**src/rbd_pkg.sv**
```systemverilog
`timescale 1ns / 1ps
`default_nettype none
// ----------------------------------------------------------------------------
// rbd_pkg: shared definitions for the ring buffer deque
// Depth of the ring store, derived widths, command and status codes, and the
// structures that pass between the controller, the store and the top level.
// ----------------------------------------------------------------------------
package rbd_pkg;

  // Number of words in the ring store (2 .. 31).
  localparam int Depth = 16;
  localparam int PtrW = $clog2(Depth);
  localparam int CntW = $clog2(Depth + 1);
  localparam int DataW = 32;
  localparam int CountOutW = 5;

  // Command codes carried on the input word.
  typedef enum logic [2:0] {
    CmdPushFront = 3'd0,
    CmdPopFront  = 3'd1,
    CmdPushRear  = 3'd2,
    CmdPopRear   = 3'd3,
    CmdClear     = 3'd4
  } cmd_e;

  // Status codes returned with every result word.
  typedef enum logic [1:0] {
    StDone  = 2'd0,
    StFull  = 2'd1,
    StEmpty = 2'd2
  } status_e;

  // Access to the ring store for one item.
  typedef struct packed {
    logic             we;
    logic             re;
    logic [PtrW-1:0]  addr;
    logic [DataW-1:0] wdata;
  } mem_req_t;

  // Result fields known when the item is taken; the popped word follows
  // from the store in the cycle after.
  typedef struct packed {
    logic                 pop;
    status_e              status;
    logic [CountOutW-1:0] count;
    logic                 empty;
    logic                 full;
  } res_t;

endpackage
`default_nettype wire

```
**src/rbd_ram.sv**
```systemverilog
`timescale 1ns / 1ps
`default_nettype none
// ----------------------------------------------------------------------------
// rbd_ram: single-port synchronous store
// One write or one read per cycle at a shared address; read data is
// registered and appears in the cycle after the request.
// ----------------------------------------------------------------------------
module rbd_ram #(
  parameter int Depth = 16,
  parameter int Width = 32
) (
  input  wire logic                     clk_i,
  input  wire logic                     we_i,
  input  wire logic                     re_i,
  input  wire logic [$clog2(Depth)-1:0] addr_i,
  input  wire logic [Width-1:0]         wdata_i,
  output logic      [Width-1:0]         rdata_o
);

  logic [Width-1:0] mem [Depth];
  logic [Width-1:0] rdata_q;

  // Write port and registered read port.
  always_ff @(posedge clk_i) begin
    if (we_i) begin
      mem[addr_i] <= wdata_i;
    end
    if (re_i) begin
      rdata_q <= mem[addr_i];
    end
  end

  assign rdata_o = rdata_q;

endmodule
`default_nettype wire

```
**src/rbd_ctrl.sv**
```systemverilog
`timescale 1ns / 1ps
`default_nettype none
// ----------------------------------------------------------------------------
// rbd_ctrl: pointer and count controller
// Holds the front and rear pointers and the word count, decodes each accepted
// command into a store access and produces the result status fields.
// ----------------------------------------------------------------------------
module rbd_ctrl (
  input  wire logic                        clk_i,
  input  wire logic                        rst_ni,
  input  wire logic                        accept_i,
  input  wire logic [2:0]                  cmd_i,
  input  wire logic [rbd_pkg::DataW-1:0]   value_in_i,
  output rbd_pkg::mem_req_t                mem_req_o,
  output rbd_pkg::res_t                    res_o
);

  localparam logic [rbd_pkg::PtrW-1:0] PtrLast = rbd_pkg::PtrW'(rbd_pkg::Depth - 1);
  localparam logic [rbd_pkg::CntW-1:0] CntFull = rbd_pkg::CntW'(rbd_pkg::Depth);

  logic [rbd_pkg::PtrW-1:0] front_q, front_d;
  logic [rbd_pkg::PtrW-1:0] rear_q, rear_d;
  logic [rbd_pkg::CntW-1:0] held_q, held_d;
  logic                     full, empty;

  // Pointer steps that wrap at the depth of the ring.
  function automatic logic [rbd_pkg::PtrW-1:0] step_up(input logic [rbd_pkg::PtrW-1:0] p);
    return (p == PtrLast) ? '0 : p + 1'b1;
  endfunction

  function automatic logic [rbd_pkg::PtrW-1:0] step_down(input logic [rbd_pkg::PtrW-1:0] p);
    return (p == '0) ? PtrLast : p - 1'b1;
  endfunction

  assign full  = (held_q == CntFull);
  assign empty = (held_q == '0);

  // Command decode: next pointers, count and the store access.
  always_comb begin
    front_d             = front_q;
    rear_d              = rear_q;
    held_d              = held_q;
    mem_req_o.we        = 1'b0;
    mem_req_o.re        = 1'b0;
    mem_req_o.addr      = front_q;
    mem_req_o.wdata     = value_in_i;
    res_o.pop           = 1'b0;
    res_o.status        = rbd_pkg::StDone;
    case (cmd_i)
      rbd_pkg::CmdPushFront: begin
        if (full) begin
          res_o.status = rbd_pkg::StFull;
        end else begin
          front_d        = step_up(front_q);
          mem_req_o.we   = 1'b1;
          mem_req_o.addr = front_d;
          held_d         = held_q + 1'b1;
        end
      end
      rbd_pkg::CmdPopFront: begin
        if (empty) begin
          res_o.status = rbd_pkg::StEmpty;
        end else begin
          mem_req_o.re   = 1'b1;
          mem_req_o.addr = front_q;
          res_o.pop      = 1'b1;
          front_d        = step_down(front_q);
          held_d         = held_q - 1'b1;
        end
      end
      rbd_pkg::CmdPushRear: begin
        if (full) begin
          res_o.status = rbd_pkg::StFull;
        end else begin
          rear_d         = step_down(rear_q);
          mem_req_o.we   = 1'b1;
          mem_req_o.addr = rear_d;
          held_d         = held_q + 1'b1;
        end
      end
      rbd_pkg::CmdPopRear: begin
        if (empty) begin
          res_o.status = rbd_pkg::StEmpty;
        end else begin
          mem_req_o.re   = 1'b1;
          mem_req_o.addr = rear_q;
          res_o.pop      = 1'b1;
          rear_d         = step_up(rear_q);
          held_d         = held_q - 1'b1;
        end
      end
      rbd_pkg::CmdClear: begin
        front_d = PtrLast;
        rear_d  = '0;
        held_d  = '0;
      end
      default: begin
      end
    endcase
    // Nothing touches the store unless the word is actually taken.
    mem_req_o.we = mem_req_o.we & accept_i;
    mem_req_o.re = mem_req_o.re & accept_i;
    res_o.count  = rbd_pkg::CountOutW'(held_d);
    res_o.empty  = (held_d == '0);
    res_o.full   = (held_d == CntFull);
  end

  // Pointer and count registers advance only on an accepted word.
  always_ff @(posedge clk_i or negedge rst_ni) begin
    if (!rst_ni) begin
      front_q <= PtrLast;
      rear_q  <= '0;
      held_q  <= '0;
    end else if (accept_i) begin
      front_q <= front_d;
      rear_q  <= rear_d;
      held_q  <= held_d;
    end
  end

  // The count never exceeds the depth of the ring.
  a_count_bound: assert property (@(posedge clk_i) disable iff (!rst_ni)
    held_q <= CntFull)
    else $error("word count beyond ring depth");

  // A clear empties the deque and restores both pointers.
  a_clear: assert property (@(posedge clk_i) disable iff (!rst_ni)
    accept_i && (cmd_i == rbd_pkg::CmdClear)
    |=> (held_q == '0) && (front_q == PtrLast) && (rear_q == '0))
    else $error("clear did not restore the deque");

  // A refused push leaves the state untouched and writes nothing.
  a_refused_push: assert property (@(posedge clk_i) disable iff (!rst_ni)
    accept_i && full && ((cmd_i == rbd_pkg::CmdPushFront) || (cmd_i == rbd_pkg::CmdPushRear))
    |-> !mem_req_o.we ##1 ($stable(held_q) && $stable(front_q) && $stable(rear_q)))
    else $error("refused push changed the deque");

  // With one word held, front and rear point at the same entry.
  a_single_word: assert property (@(posedge clk_i) disable iff (!rst_ni)
    (held_q == rbd_pkg::CntW'(1)) |-> (front_q == rear_q))
    else $error("ends disagree on a single held word");

endmodule
`default_nettype wire

```
**src/ring_buffer_deque.sv**
```systemverilog
`timescale 1ns / 1ps
`default_nettype none
// ----------------------------------------------------------------------------
// ring_buffer_deque: double-ended queue of 32-bit words in a ring store
// Each input word carries one command: push or pop at the front, push or pop
// at the rear, or clear. Every command returns exactly one result word with
// the popped value (zero unless a pop succeeded), a status code (done,
// refused because full, refused because empty) and the count and empty/full
// flags after the command. The store is a single-port memory with registered
// read data; a command is decoded and its store access issued in the cycle it
// is taken, and its result word is presented from the next cycle onwards.
// The block takes one command per cycle while the result side keeps up;
// a stalled result holds off further commands.
// Words in the store are undefined until pushed; no clearing pass is needed.
// ----------------------------------------------------------------------------
module ring_buffer_deque (
  input  wire logic                      clk_i,
  input  wire logic                      rst_ni,
  input  wire logic                      in_valid_i,
  output logic                           in_stall_o,
  input  wire logic [2:0]                cmd_i,
  input  wire logic signed [31:0]        value_in_i,
  output logic                           out_valid_o,
  input  wire logic                      out_stall_i,
  output logic signed [31:0]             value_out_o,
  output logic [1:0]                     status_o,
  output logic [4:0]                     count_o,
  output logic                           empty_flag_o,
  output logic                           full_flag_o
);

  logic                         accept;
  logic                         out_valid_q;
  rbd_pkg::mem_req_t            mem_req;
  rbd_pkg::res_t                res, res_q;
  logic [rbd_pkg::DataW-1:0]    rdata;

  // A new word is taken whenever the result register is free or draining.
  assign in_stall_o = out_valid_q & out_stall_i;
  assign accept     = in_valid_i & ~in_stall_o;

  rbd_ctrl u_ctrl (
    .clk_i      (clk_i),
    .rst_ni     (rst_ni),
    .accept_i   (accept),
    .cmd_i      (cmd_i),
    .value_in_i (value_in_i),
    .mem_req_o  (mem_req),
    .res_o      (res)
  );

  rbd_ram #(
    .Depth (rbd_pkg::Depth),
    .Width (rbd_pkg::DataW)
  ) u_ram (
    .clk_i   (clk_i),
    .we_i    (mem_req.we),
    .re_i    (mem_req.re),
    .addr_i  (mem_req.addr),
    .wdata_i (mem_req.wdata),
    .rdata_o (rdata)
  );

  // Result register; the popped word arrives from the store alongside it.
  always_ff @(posedge clk_i or negedge rst_ni) begin
    if (!rst_ni) begin
      out_valid_q <= 1'b0;
    end else if (accept) begin
      out_valid_q <= 1'b1;
    end else if (!out_stall_i) begin
      out_valid_q <= 1'b0;
    end
  end

  always_ff @(posedge clk_i) begin
    if (accept) begin
      res_q <= res;
    end
  end

  assign out_valid_o  = out_valid_q;
  assign value_out_o  = res_q.pop ? rdata : '0;
  assign status_o     = res_q.status;
  assign count_o      = res_q.count;
  assign empty_flag_o = res_q.empty;
  assign full_flag_o  = res_q.full;

endmodule
`default_nettype wire

```
**config.mk**
```make
export PLATFORM = sky130hd
export DESIGN_NAME = ring_buffer_deque
export DESIGN_NICKNAME = d
export VERILOG_FILES = /design/src/rbd_pkg.sv /design/src/rbd_ram.sv /design/src/rbd_ctrl.sv /design/src/ring_buffer_deque.sv
export SDC_FILE = /design/constraint.sdc
export NUM_CORES = 1
export LEC_CHECK = 0
export ABC_AREA = 1
export BUFFER_PORTS_ARGS = -buffer_cell sky130_fd_sc_hd__buf_2
export CAP_MARGIN = 0
export CORE_MARGIN = 2
export CORE_UTILIZATION = 38
export CTS_BUF_LIST = sky130_fd_sc_hd__clkbuf_16
export DETAILED_ROUTE_END_ITERATION = 8
export PLACE_DENSITY = 0.55
export SLEW_MARGIN = 10
export SYNTH_ARGS = -nofsm -noshare
export SYNTH_HDL_FRONTEND = slang
export SYNTH_SLANG_ARGS = --single-unit
```
**constraint.sdc**
```tcl
create_clock -name clk_i -period 3.86 [get_ports clk_i]
set_input_delay 0.579 -clock clk_i [delete_from_list [all_inputs] [get_ports clk_i]]
set_output_delay 0.579 -clock clk_i [all_outputs]
set_load 0.02 [all_outputs]
```
==> results of run 1 <==
## sequential cells by signal, summed over array words and instances (netlist names)
signal,count
u_ram.mem,512
u_ram.rdata_o,32
count_o,5
u_ctrl.held_q,5
u_ctrl.front_q,4
u_ctrl.rear_q,4
status_o,2
empty_flag_o,1
full_flag_o,1
out_valid_o,1
res_q,1
## cell families (layout without fill, tap and decap cells)
kind of cell               after synthesis  count (layout)  share of synthesized area [%]
other                                    0               1                              0
AOI/OAI and AO/OA                       41              41                         0.9611
xor gates and xnor gates                 7               7                         0.2427
and+or+nand+nor                       1543            1543                          26.04
DFF                                    568             568                          67.27
buffers and inverters                  304             382                          5.191
adders and majority gates                6               6                         0.2972
## power groups by stage
| stage | Sequential, mW | Combinational (mW) | Clock [mW] |
|---|---|---|---|
| 2_1_floorplan | 7.32 | 4.22 | 0 |
| 3_3_place_gp | 7.35 | 5.84 | 0 |
| 3_5_place_dp | 7.36 | 5.87 | 0 |
| 4_1_cts | 7.23 | 5.91 | 5.88 |
| 5_1_grt | 7.25 | 6.64 | 6.10 |
| 6_report | 7.23 | 5.86 | 5.77 |
## per-stage QoR
step	std cells	instance area [um2]	hold slack, ns	worst slack [ns]
6_report	3412	28620	0.1736	0.3915
5_1_grt	3412	28620	0.1942	0.1645
4_1_cts	3411	28620	0.1535	0.4374
3_5_place_dp	3301	26640	0.5159	0.4524
3_3_place_gp	3301	26640	0.4839	0.4365
2_1_floorplan	2469	25260	0.2834	-0.06423
## per-layer routing
layer	part of all wire [%]	track usage [%]	vias to the layer above
met3	4.7	2.527	96
li1	-	-	8418
met2	49	34.32	409
met4	2.2	5.745	2
met5	0.024	0	-
met1	44	26.43	8738
## worst min-delay path, delay by kind of cell
family	cells	cell delay, ns
buffers and inverters	2	0.12
and+or+nand+nor	1	0.06
## final timing paths
| kind | endpoint | slack (ns) | cells past startpoint |
|---|---|---|---|
| worst max-delay path | u_ram.mem[8][20] | 0.39 | 13 |
| worst min-delay path | out_valid_o | 0.17 | 3 |
| worst max register to register | u_ram.mem[8][20] | 0.39 | 13 |
| worst min register to register | out_valid_o | 0.52 | 2 |
| max in group asynchronous | u_ctrl.front_q[0] | 3.14 | 2 |
| min in group asynchronous | u_ctrl.held_q[2] | 0.41 | 2 |
## synth_stat cells
cell	number
sky130_fd_sc_hd__o21ai_0	16
sky130_fd_sc_hd__o221ai_1	2
sky130_fd_sc_hd__nand3_2	1
sky130_fd_sc_hd__ha_1	6
sky130_fd_sc_hd__nor2_4	5
sky130_fd_sc_hd__a22oi_1	1
sky130_fd_sc_hd__a21oi_1	6
sky130_fd_sc_hd__o21a_1	1
sky130_fd_sc_hd__nand2_2	7
sky130_fd_sc_hd__inv_1	127
sky130_fd_sc_hd__edfxtp_1	554
sky130_fd_sc_hd__nor2_1	45
sky130_fd_sc_hd__buf_1	14
sky130_fd_sc_hd__nor3_1	3
sky130_fd_sc_hd__buf_4	16
sky130_fd_sc_hd__o21ai_1	3
sky130_fd_sc_hd__nand4_2	1
sky130_fd_sc_hd__inv_2	13
sky130_fd_sc_hd__a32o_1	1
sky130_fd_sc_hd__nand3_4	1
sky130_fd_sc_hd__buf_2	82
sky130_fd_sc_hd__nand2_1	1195
sky130_fd_sc_hd__nor2_2	4
sky130_fd_sc_hd__a21o_1	1
sky130_fd_sc_hd__o211ai_1	4
sky130_fd_sc_hd__xor2_1	4
sky130_fd_sc_hd__buf_6	1
sky130_fd_sc_hd__xnor2_1	3
sky130_fd_sc_hd__dfstp_2	4
sky130_fd_sc_hd__o22ai_1	6
sky130_fd_sc_hd__or2_1	1
sky130_fd_sc_hd__nor3_4	1
sky130_fd_sc_hd__dfrtp_1	10
sky130_fd_sc_hd__nand3_1	21
sky130_fd_sc_hd__clkbuf_1	51
sky130_fd_sc_hd__nand4_1	258
## area by class of cell
| type | count | area (um2) |
|---|---|---|
| multi-input combinational | 1597 | 7123 |
| clock buffer | 62 | 1551 |
| timing repair buffer | 133 | 923.4 |
| clock inverter | 47 | 421.7 |
| sequential | 568 | 16990 |
| fill | 6161 | 37120 |
| inverter | 140 | 528.0 |
| tap | 864 | 1081 |
| antenna | 1 | 2.502 |
## what timing repair did
| action | CTS | global route |
|---|---|---|
| hold buffers | 1 | 0 |
| hold endpoints to repair | 10 | 0 |
| setup buffers | 0 | 0 |
==> summary.md, run 1 <==
- **status** finished, final reports clean
- **TritonCTS clock tree** built
- **post-synthesis average cell area** 10.23 um2
- **estimated wirelength of the detail-placed design** 34210 um
- **number of rows in the core area** 94
- **maximum number of pins on one net before global-route repair** 205
- **number of instances in the synthesized netlist** 2469
- **reported leakage power** 11.87 nW
- **CP max stage cell** sky130_fd_sc_hd__dfrtp_1
- **gate family responsible for the most delay along the worst path** simple AND/OR/NAND/NOR gates
- **Clock Root Buffer** sky130_fd_sc_hd__clkbuf_16
- **Worst EP arrival** 3.73 ns
- **Synth area leaders** sky130_fd_sc_hd__edfxtp_1 (66%), sky130_fd_sc_hd__nand2_1 (18%), sky130_fd_sc_hd__nand4_1 (6.4%)
- **Worst Setup End Kind** register
- **area of the die** 0.06855 mm2
- **CTS clock-pin slew for the worst setup and hold paths** 0.06 ns
- **PnR Total Power** 18.86 mW
- **slew at the pin closest to its max-slew limit** 1.125 ns
- **maximum number of buffers from clock root to sink** 3
- **unrepaired setup endpoints after global routing** false
- **timing startpoint of the critical path** u_ctrl.held_q[0]
- **worst relative slew slack** 25.02%
- **combinational share of power** 31.1%
- **crit path kind** register to register
- **Bufs and invs on worst path** 4
- **total of flip-flops plus latches after synthesis** 568
- **Antenna Nets Post-Route** 0
- **fraction of final layout cells sized beyond drive strength 1** 10.60%
- **number of ports placed on the die boundary** 82
- **sequential share of power** 38.3%
- **most common cell after layout, fill and taps aside** sky130_fd_sc_hd__nand2_1
- **initial drt markers** 1537
- **overall overflow remaining after global route** 0
- **vertical extent of the die** 261.8 um
- **post-synth top area cell** sky130_fd_sc_hd__edfxtp_1
- **antenna violations before repair** 2
- **Starting Density** 38.42%
- **Max Clk Rate** 0.2883 GHz
- **slowest cell delay on critical path** 0.44 ns
- **max-capacitance violation count** 0
- **number of pins exceeding their max-slew limit in the final report** 0
- **WP data required** 4.12 ns
- **count of unique library cells instantiated by Yosys** 36
- **Worst Path Max Fanout** 29
- **via count of the first global-routing pass** 17690
- **average via count per standard cell** 5.177
- **total number of vias** 17660
- **final core utilization** 43.54%
- **sw frac** 35.56%
- **VDD IR max** 0.6766 mV
- **Power Density** 659.0 mW/mm2
- **Pre-Repair DR Iteration Count** 5
- **post-DR wirelength/cell** 19.91 um
- **post-synth design cell area** 0.02526 mm2
- **class of the most critical hold timing path** primary input to register
- **leading cell types in the layout, fill and taps excluded** sky130_fd_sc_hd__nand2_1 (1195), sky130_fd_sc_hd__edfxtp_1 (554), sky130_fd_sc_hd__nand4_1 (258), sky130_fd_sc_hd__inv_1 (145), sky130_fd_sc_hd__buf_2 (81)
- **Chip Width** 261.8 um
- **post-layout net count** 2545
- **Sw Pwr** 6.707 mW
- **Tcrit/Tclk final** 89.86%
- **core outline area** 0.06575 mm2
- **start point of the worst hold path** in_valid_i
- **post-route clock skew** 0.01074 ns
- **Num CTS Buffers** 60
- **count of synthesis-stage warnings from yosys** 0
- **sum of negative setup slack** 0 ns
- **element type at the critical path start** register
- **wire length of the first global-routing pass** 104700 um
- **register area share after synthesis** 67.27%
- **Synth Net Count** 2514
- **most frequent cell on the critical path** sky130_fd_sc_hd__nand2_1
- **final critical path time including I/O delays and setup** 3.468 ns
- **cell chain of the critical path** inv_1 -> ha_1 -> nand2_1 -> nor2_4 -> nand2_1 -> o21ai_1 -> inv_1 -> nand2_1 -> nand4_4 -> inv_4 -> nand3_1 -> nor2_4 -> buf_4
- **Post-Route WL** 67930 um
- **clock share of power** 30.6%
- **fraction of synthesized cell area taken by the top area cell type** 65.86%
- **CTS resizes** 0
- **clk sinks** 568
- **Global Route Usage Sum** 19.92%
- **remaining design rule violation count** 0
- **setup violation total in the final timing report** 0
- **cell internal power dissipation** 12.16 mW
- **Final Wtd Congestion** 0.8290
- **total count of hold-check failures in the final report** 0
- **number of buffers added on ports** 81
- **worst skew pair latency** 0.62 ns
- **# H-tree levels** 2
- **launch point of the worst reg-to-reg path** u_ctrl.held_q[0]
- **P&R area growth vs syn** 13.32%
(Power assumes the default switching activity.)
==> inputs of run 2 (changes only) <==
--- a/config.mk
+++ b/config.mk
@@ -12,6 +12,7 @@
 export CORE_UTILIZATION = 38
 export CTS_BUF_LIST = sky130_fd_sc_hd__clkbuf_16
 export DETAILED_ROUTE_END_ITERATION = 8
+export MAX_ROUTING_LAYER = met4
 export PLACE_DENSITY = 0.55
 export SLEW_MARGIN = 10
 export SYNTH_ARGS = -nofsm -noshare
==> summary.md, run 2 (synthesis gave the netlist of run 1 again) <==
- **status** finished, final reports clean
- **Tcrit/Tclk final** 89.58%, -0.28 points
- **class of the most critical hold timing path** primary input to register
- **combinational share of power** 31.1%, about the same
- **post-layout net count** 2545, unchanged
- **Chip Width** 261.8 um, unchanged
- **leading cell types in the layout, fill and taps excluded** sky130_fd_sc_hd__nand2_1 (1195), sky130_fd_sc_hd__edfxtp_1 (554), sky130_fd_sc_hd__nand4_1 (258), sky130_fd_sc_hd__inv_1 (145), sky130_fd_sc_hd__buf_2 (81)
- **Clock Root Buffer** sky130_fd_sc_hd__clkbuf_16
- **Num CTS Buffers** 60, unchanged
- **TritonCTS clock tree** built
- **initial drt markers** 1535, -0.13%
- **slowest cell delay on critical path** 0.44 ns, about the same
- **Antenna Nets Post-Route** 0, unchanged
- **slew at the pin closest to its max-slew limit** 1.115 ns, -0.01024 ns
- **cell chain of the critical path** inv_1 -> ha_1 -> nand2_1 -> nor2_4 -> nand2_1 -> o21ai_1 -> inv_1 -> nand2_1 -> nand4_4 -> inv_4 -> nand3_1 -> nor2_4 -> buf_4
- **clk sinks** 568, unchanged
- **via count of the first global-routing pass** 17680, -0.073%
- **antenna violations before repair** 2, unchanged
- **final worst setup slack** 0.4022 ns, +0.01068 ns
- **Final Wtd Congestion** 0.8416, +1.5%
- **maximum number of buffers from clock root to sink** 3, unchanged
- **unrepaired setup endpoints after global routing** false
- **setup bufs post-CTS** 0, unchanged
- **max-capacitance violation count** 0, unchanged
- **post-DR wirelength/cell** 19.90 um, about the same
- **most common cell after layout, fill and taps aside** sky130_fd_sc_hd__nand2_1
- **number of ports placed on the die boundary** 82, unchanged
- **gate family responsible for the most delay along the worst path** simple AND/OR/NAND/NOR gates
- **met2 wire length** 33120 um, -0.28%
- **Global Route Usage Sum** 20.56%, +0.63 points
- **worst hold-check slack** 0.1741 ns, +0.0004910 ns
- **clock share of power** 30.6%, about the same
- **cell area after layout** 0.02863 mm2, about the same
- **worst reg2reg setup slack** 0.40 ns, about the same
- **vertical extent of the die** 261.8 um, unchanged
- **Pre-Repair DR Iteration Count** 7, +2
- **Worst Setup Slack post-DPL** 0.4524 ns, unchanged
- **# H-tree levels** 2, unchanged
- **WP data required** 4.12 ns, about the same
- **post-route clock skew** 0.01572 ns, +0.004976 ns
- **remaining design rule violation count** 0, unchanged
- **Worst EP arrival** 3.72 ns, about the same
- **Power Density** 658.8 mW/mm2, about the same
- **P&R area growth vs syn** 13.33%, about the same
- **final core utilization** 43.54%, about the same
- **worst skew pair latency** 0.62 ns, about the same
- **Post-Route WL** 67920 um, about the same
- **core outline area** 0.06575 mm2, unchanged
- **element type at the critical path start** register
- **wire length of the first global-routing pass** 104700 um, about the same
- **met1 layer wirelength in the final routing** 29890 um, -0.55%
- **average via count per standard cell** 5.181, about the same
- **number of rows in the core area** 94, unchanged
- **crit path kind** register to register
- **fraction of final layout cells sized beyond drive strength 1** 10.60%, unchanged
- **routed length on met3** 3433 um, +8.1%
- **sw frac** 35.54%, about the same
- **CP max stage cell** sky130_fd_sc_hd__dfrtp_1
- **reported leakage power** 11.87 nW, unchanged
- **Starting Density** 38.42%, unchanged
- **Bufs and invs on worst path** 4, unchanged
- **overall overflow remaining after global route** 0, unchanged
- **most frequent cell on the critical path** sky130_fd_sc_hd__nand2_1
- **VDD IR max** 0.6771 mV, about the same
- **number of buffers added on ports** 81, unchanged
- **sum of negative setup slack** 0 ns, unchanged
- **CTS clock-pin slew for the worst setup and hold paths** 0.06 ns, about the same
- **most flop-heavy register** u_ram.mem
- **setup violation total in the final timing report** 0, unchanged
- **estimated wirelength of the detail-placed design** 34210 um, unchanged
- **maximum number of pins on one net before global-route repair** 205, unchanged
- **Max Used Layer** met4
- **area of the die** 0.06855 mm2, unchanged
- **total number of vias** 17680, +0.11%
- **Max Clk Rate** 0.2892 GHz, +0.31%
- **placement-stage cell area** 0.02664 mm2, unchanged
- **number of pins exceeding their max-slew limit in the final report** 0, unchanged
- **cell internal power dissipation** 12.16 mW, about the same
- **Sw Pwr** 6.701 mW, about the same
- **sequential share of power** 38.3%, about the same
- **Worst Path Max Fanout** 29, unchanged
- **worst relative slew slack** 25.70%, +0.68 points
- **Worst Setup End Kind** register
- **final critical path time including I/O delays and setup** 3.458 ns, -0.01068 ns
- **max FFs per register** 512, unchanged
- **total count of hold-check failures in the final report** 0, unchanged
## run 2: stage by stage
step                      total power, mW  std cells
after detailed placement            13.23       3301
final                               18.86       3413
after floorplan                     11.54       2469
after global routing                19.99       3413
after global placement              13.19       3301
after CTS                           19.01       3411
## run 2: worst register-to-register path, stage by stage, from the launching register on
cell and delay (ns):
sky130_fd_sc_hd__dfrtp_1 0.44, sky130_fd_sc_hd__inv_1 0.11, sky130_fd_sc_hd__ha_1 0.26, sky130_fd_sc_hd__nand2_1 0.12, sky130_fd_sc_hd__nor2_4 0.18, sky130_fd_sc_hd__nand2_1 0.10
sky130_fd_sc_hd__o21ai_1 0.10, sky130_fd_sc_hd__inv_1 0.08, sky130_fd_sc_hd__nand2_1 0.10, sky130_fd_sc_hd__nand4_4 0.18, sky130_fd_sc_hd__inv_4 0.35, sky130_fd_sc_hd__nand3_1 0.43
sky130_fd_sc_hd__nor2_4 0.23, sky130_fd_sc_hd__buf_4 0.40
## run 2: area by class of cell
cell class | instances | area, um2
clock buffer | 62 | 1551
antenna | 2 | 5.005
tap | 864 | 1081
clock inverter | 47 | 421.7
inverter | 140 | 528.0
multi-input combinational | 1597 | 7123
sequential | 568 | 16990
fill | 6159 | 37120
timing repair buffer | 133 | 923.4
## run 2: repair_timing
action | CTS | global route
hold buffers | 1 | 0
resized for setup | 0 | 0
hold endpoints to repair | 10 | 0
## run 2: per-layer routing
| metal | vias up | track usage (%) |
|---|---|---|
| li1 | 8414 | - |
| met1 | 8712 | 26.47 |
| met2 | 461 | 34.32 |
| met3 | 96 | 2.508 |
| met4 | 0 | 5.745 |
| met5 | - | - |
## run 2: worst paths after layout
check                                 startpoint                end  depth (start not counted)
max in group asynchronous                 rst_ni  u_ctrl.front_q[0]                          2
worst min register to register       out_valid_o        out_valid_o                          2
worst max-delay path            u_ctrl.held_q[0]   u_ram.mem[8][20]                         13
worst max register to register  u_ctrl.held_q[0]   u_ram.mem[8][20]                         13
worst min-delay path                  in_valid_i        out_valid_o                          3
min in group asynchronous                 rst_ni   u_ctrl.held_q[2]                          2
## run 2: power groups by stage
stage / registers [mW] / logic (mW) / clock network (mW)
2_1_floorplan: 7.32 / 4.22 / 0
3_3_place_gp: 7.35 / 5.84 / 0
3_5_place_dp: 7.36 / 5.87 / 0
4_1_cts: 7.23 / 5.91 / 5.88
5_1_grt: 7.25 / 6.64 / 6.11
6_report: 7.23 / 5.86 / 5.77
==> inputs of run 3 (changes only) <==
--- a/config.mk
+++ b/config.mk
@@ -13,7 +13,6 @@
 export CTS_BUF_LIST = sky130_fd_sc_hd__clkbuf_16
 export DETAILED_ROUTE_END_ITERATION = 8
 export MAX_ROUTING_LAYER = met4
-export PLACE_DENSITY = 0.55
 export SLEW_MARGIN = 10
 export SYNTH_ARGS = -nofsm -noshare
 export SYNTH_HDL_FRONTEND = slang
==> summary.md, run 3 (synthesis gave the netlist of run 1 again) <==
- **status** finished, final reports clean
- **WP data required** 4.19 ns, +0.07 ns
- **CTS clock-pin slew for the worst setup and hold paths** 0.06 ns, about the same
- **Chip Width** 261.8 um, unchanged
- **Num CTS Buffers** 59, -1.7%
- **PnR Total Power** 18.56 mW, -1.6%
- **estimated wirelength of the detail-placed design** 36200 um, +5.8%
- **core outline area** 0.06575 mm2, unchanged
- **Final Wtd Congestion** 0.8365, -0.61%
- **most frequent cell on the critical path** sky130_fd_sc_hd__nand2_1
- **Tcrit/Tclk final** 90.38%, +0.80 points
- **Starting Density** 38.42%, unchanged
- **unrepaired setup endpoints after global routing** false
- **P&R area growth vs syn** 13.23%, about the same
- **total count of hold-check failures in the final report** 0, unchanged
- **most flop-heavy register** u_ram.mem
- **Max Used Layer** met4
- **slew at the pin closest to its max-slew limit** 0.8788 ns, -0.2357 ns
- **number of pins exceeding their max-slew limit in the final report** 0, unchanged
- **via count of the first global-routing pass** 17720, +0.23%
- **CP max stage cell** sky130_fd_sc_hd__nor2_4
- **Worst EP arrival** 3.82 ns, +0.10 ns
- **Max Clk Rate** 0.2866 GHz, -0.89%
- **TritonCTS clock tree** built
- **fraction of final layout cells sized beyond drive strength 1** 10.71%, +0.11 points
- **final critical path time including I/O delays and setup** 3.489 ns, +0.03095 ns
- **maximum number of pins on one net before global-route repair** 147, -28%
- **average via count per standard cell** 5.269, +1.7%
- **worst relative slew slack** 41.28%, +16 points
- **initial drt markers** 1853, +21%
- **class of the most critical hold timing path** primary input to register
- **clk sinks** 568, unchanged
- **area of the die** 0.06855 mm2, unchanged
- **number of ports placed on the die boundary** 82, unchanged
- **most common cell after layout, fill and taps aside** sky130_fd_sc_hd__nand2_1
- **cell chain of the critical path** inv_1 -> ha_1 -> nand2_1 -> nor2_4 -> nand2_1 -> o21ai_1 -> inv_1 -> nand2_1 -> nand4_4 -> inv_4 -> nand3_1 -> nor2_4 -> buf_12
- **post-route clock skew** 0.01352 ns, -0.002200 ns
- **Clock Root Buffer** sky130_fd_sc_hd__clkbuf_16
- **met1 layer wirelength in the final routing** 29870 um, about the same
- **number of buffers added on ports** 81, unchanged
- **crit path kind** register to register
- **Pre-Repair DR Iteration Count** 5, -2
- **leading cell types in the layout, fill and taps excluded** sky130_fd_sc_hd__nand2_1 (1195), sky130_fd_sc_hd__edfxtp_1 (554), sky130_fd_sc_hd__nand4_1 (258), sky130_fd_sc_hd__inv_1 (137), sky130_fd_sc_hd__buf_2 (81)
- **Power Density** 649.1 mW/mm2, -1.5%
- **worst skew pair latency** 0.63 ns, about the same
- **VDD IR max** 0.4723 mV, -30%
- **worst hold-check slack** 0.1545 ns, -0.01959 ns
- **vertical extent of the die** 261.8 um, unchanged
- **element type at the critical path start** register
- **met2 wire length** 31930 um, -3.6%
- **Worst Path Max Fanout** 23, -21%
- **post-layout net count** 2548, +0.12%
- **Global Route Usage Sum** 20.43%, -0.13 points
- **remaining design rule violation count** 0, unchanged
- **reported leakage power** 11.82 nW, -0.40%
- **number of rows in the core area** 94, unchanged
- **antenna violations before repair** 1, -1
- **setup violation total in the final timing report** 0, unchanged
- **overall overflow remaining after global route** 0, unchanged
- **max-capacitance violation count** 0, unchanged
- **Worst Setup End Kind** register
- **routed length on met3** 4096 um, +19%
- **# H-tree levels** 2, unchanged
- **total number of vias** 17990, +1.8%
- **Antenna Nets Post-Route** 0, unchanged
- **maximum number of buffers from clock root to sink** 3, unchanged
- **max FFs per register** 512, unchanged
- **Post-Route WL** 67790 um, -0.18%
- **slowest cell delay on critical path** 0.57 ns, +0.13 ns
- **wire length of the first global-routing pass** 104500 um, -0.24%
- **sum of negative setup slack** 0 ns, unchanged
- **post-DR wirelength/cell** 19.85 um, -0.24%
-- run 3: changes by cell type in the layout (fill, tap and decap cells not counted), moves of 3 or more --
cell / change
sky130_fd_sc_hd__clkbuf_16: -3
sky130_fd_sc_hd__clkinv_1: +8
sky130_fd_sc_hd__clkinv_4: +3
sky130_fd_sc_hd__buf_4: -4
sky130_fd_sc_hd__inv_1: -8
sky130_fd_sc_hd__buf_12: +8
sky130_fd_sc_hd__inv_6: +3
sky130_fd_sc_hd__bufinv_16: -4
-- run 3: routing by layer --
| layer | global-route usage [%] | vias up |
|---|---|---|
| li1 | - | 8433 |
| met2 | 32.57 | 558 |
| met3 | 2.971 | 128 |
| met4 | 6.534 | 0 |
| met5 | - | - |
| met1 | 26.99 | 8874 |
-- run 3: metrics by stage --
step | setup slack, ns | cells | util (%) | instance area (um2)
CTS | 0.3603 | 3414 | 43.50 | 28600
detailed placement | 0.3731 | 3305 | 40.71 | 26770
floorplan | -0.06423 | 2469 | - | 25260
finish | 0.3712 | 3415 | 43.50 | 28600
global route | 0.2131 | 3415 | 43.50 | 28600
global placement | 0.4061 | 3305 | 40.71 | 26770
-- run 3: worst max-delay path, delay by kind of cell, from the launching register on --
kind	cells	cell delay (ns)
adders and majority gates	1	0.28
and+or+nand+nor	7	1.64
buffers and inverters	4	0.76
DFF	1	0.40
AOI/OAI and AO/OA	1	0.11
-- run 3: layout make-up --
type	count	area, um2
Antenna cell	1	2.502
Timing Repair Buffer	137	1054
Clock buffer	59	1476
Multi-Input combinational cell	1597	7123
Fill cell	6132	37150
Inverter	140	528.0
Tap cell	864	1081
Clock inverter	49	342.8
Sequential cell	568	16990
-- run 3: repair_timing --
| action | CTS | global route |
|---|---|---|
| hold endpoints to repair | 10 | 0 |
| endpoints found under the setup margin | 0 | 0 |
| buffers inserted | 0 | 0 |
| gates resized for setup | 0 | 0 |
| hold buffers | 1 | 0 |
-- run 3: report_power, final --
group / total [mW] / internal (mW) / switching, mW
Combinational: 5.93 / 1.67 / 4.26
Clock: 5.40 / 3.03 / 2.37
Sequential: 7.23 / 7.10 / 0.129
Total: 18.6 / 11.8 / 6.76
-- run 3: worst paths after layout --
path	startpoint	to	slack [ns]	cells after the start
worst max-delay path	u_ctrl.held_q[1]	u_ram.mem[13][27]	0.37	13
worst min-delay path	in_valid_i	out_valid_o	0.15	3
worst max register to register	u_ctrl.held_q[1]	u_ram.mem[13][27]	0.37	13
worst min register to register	out_valid_o	out_valid_o	0.50	2
max in group asynchronous	rst_ni	u_ctrl.front_q[1]	3.16	2
min in group asynchronous	rst_ni	out_valid_o	0.40	2
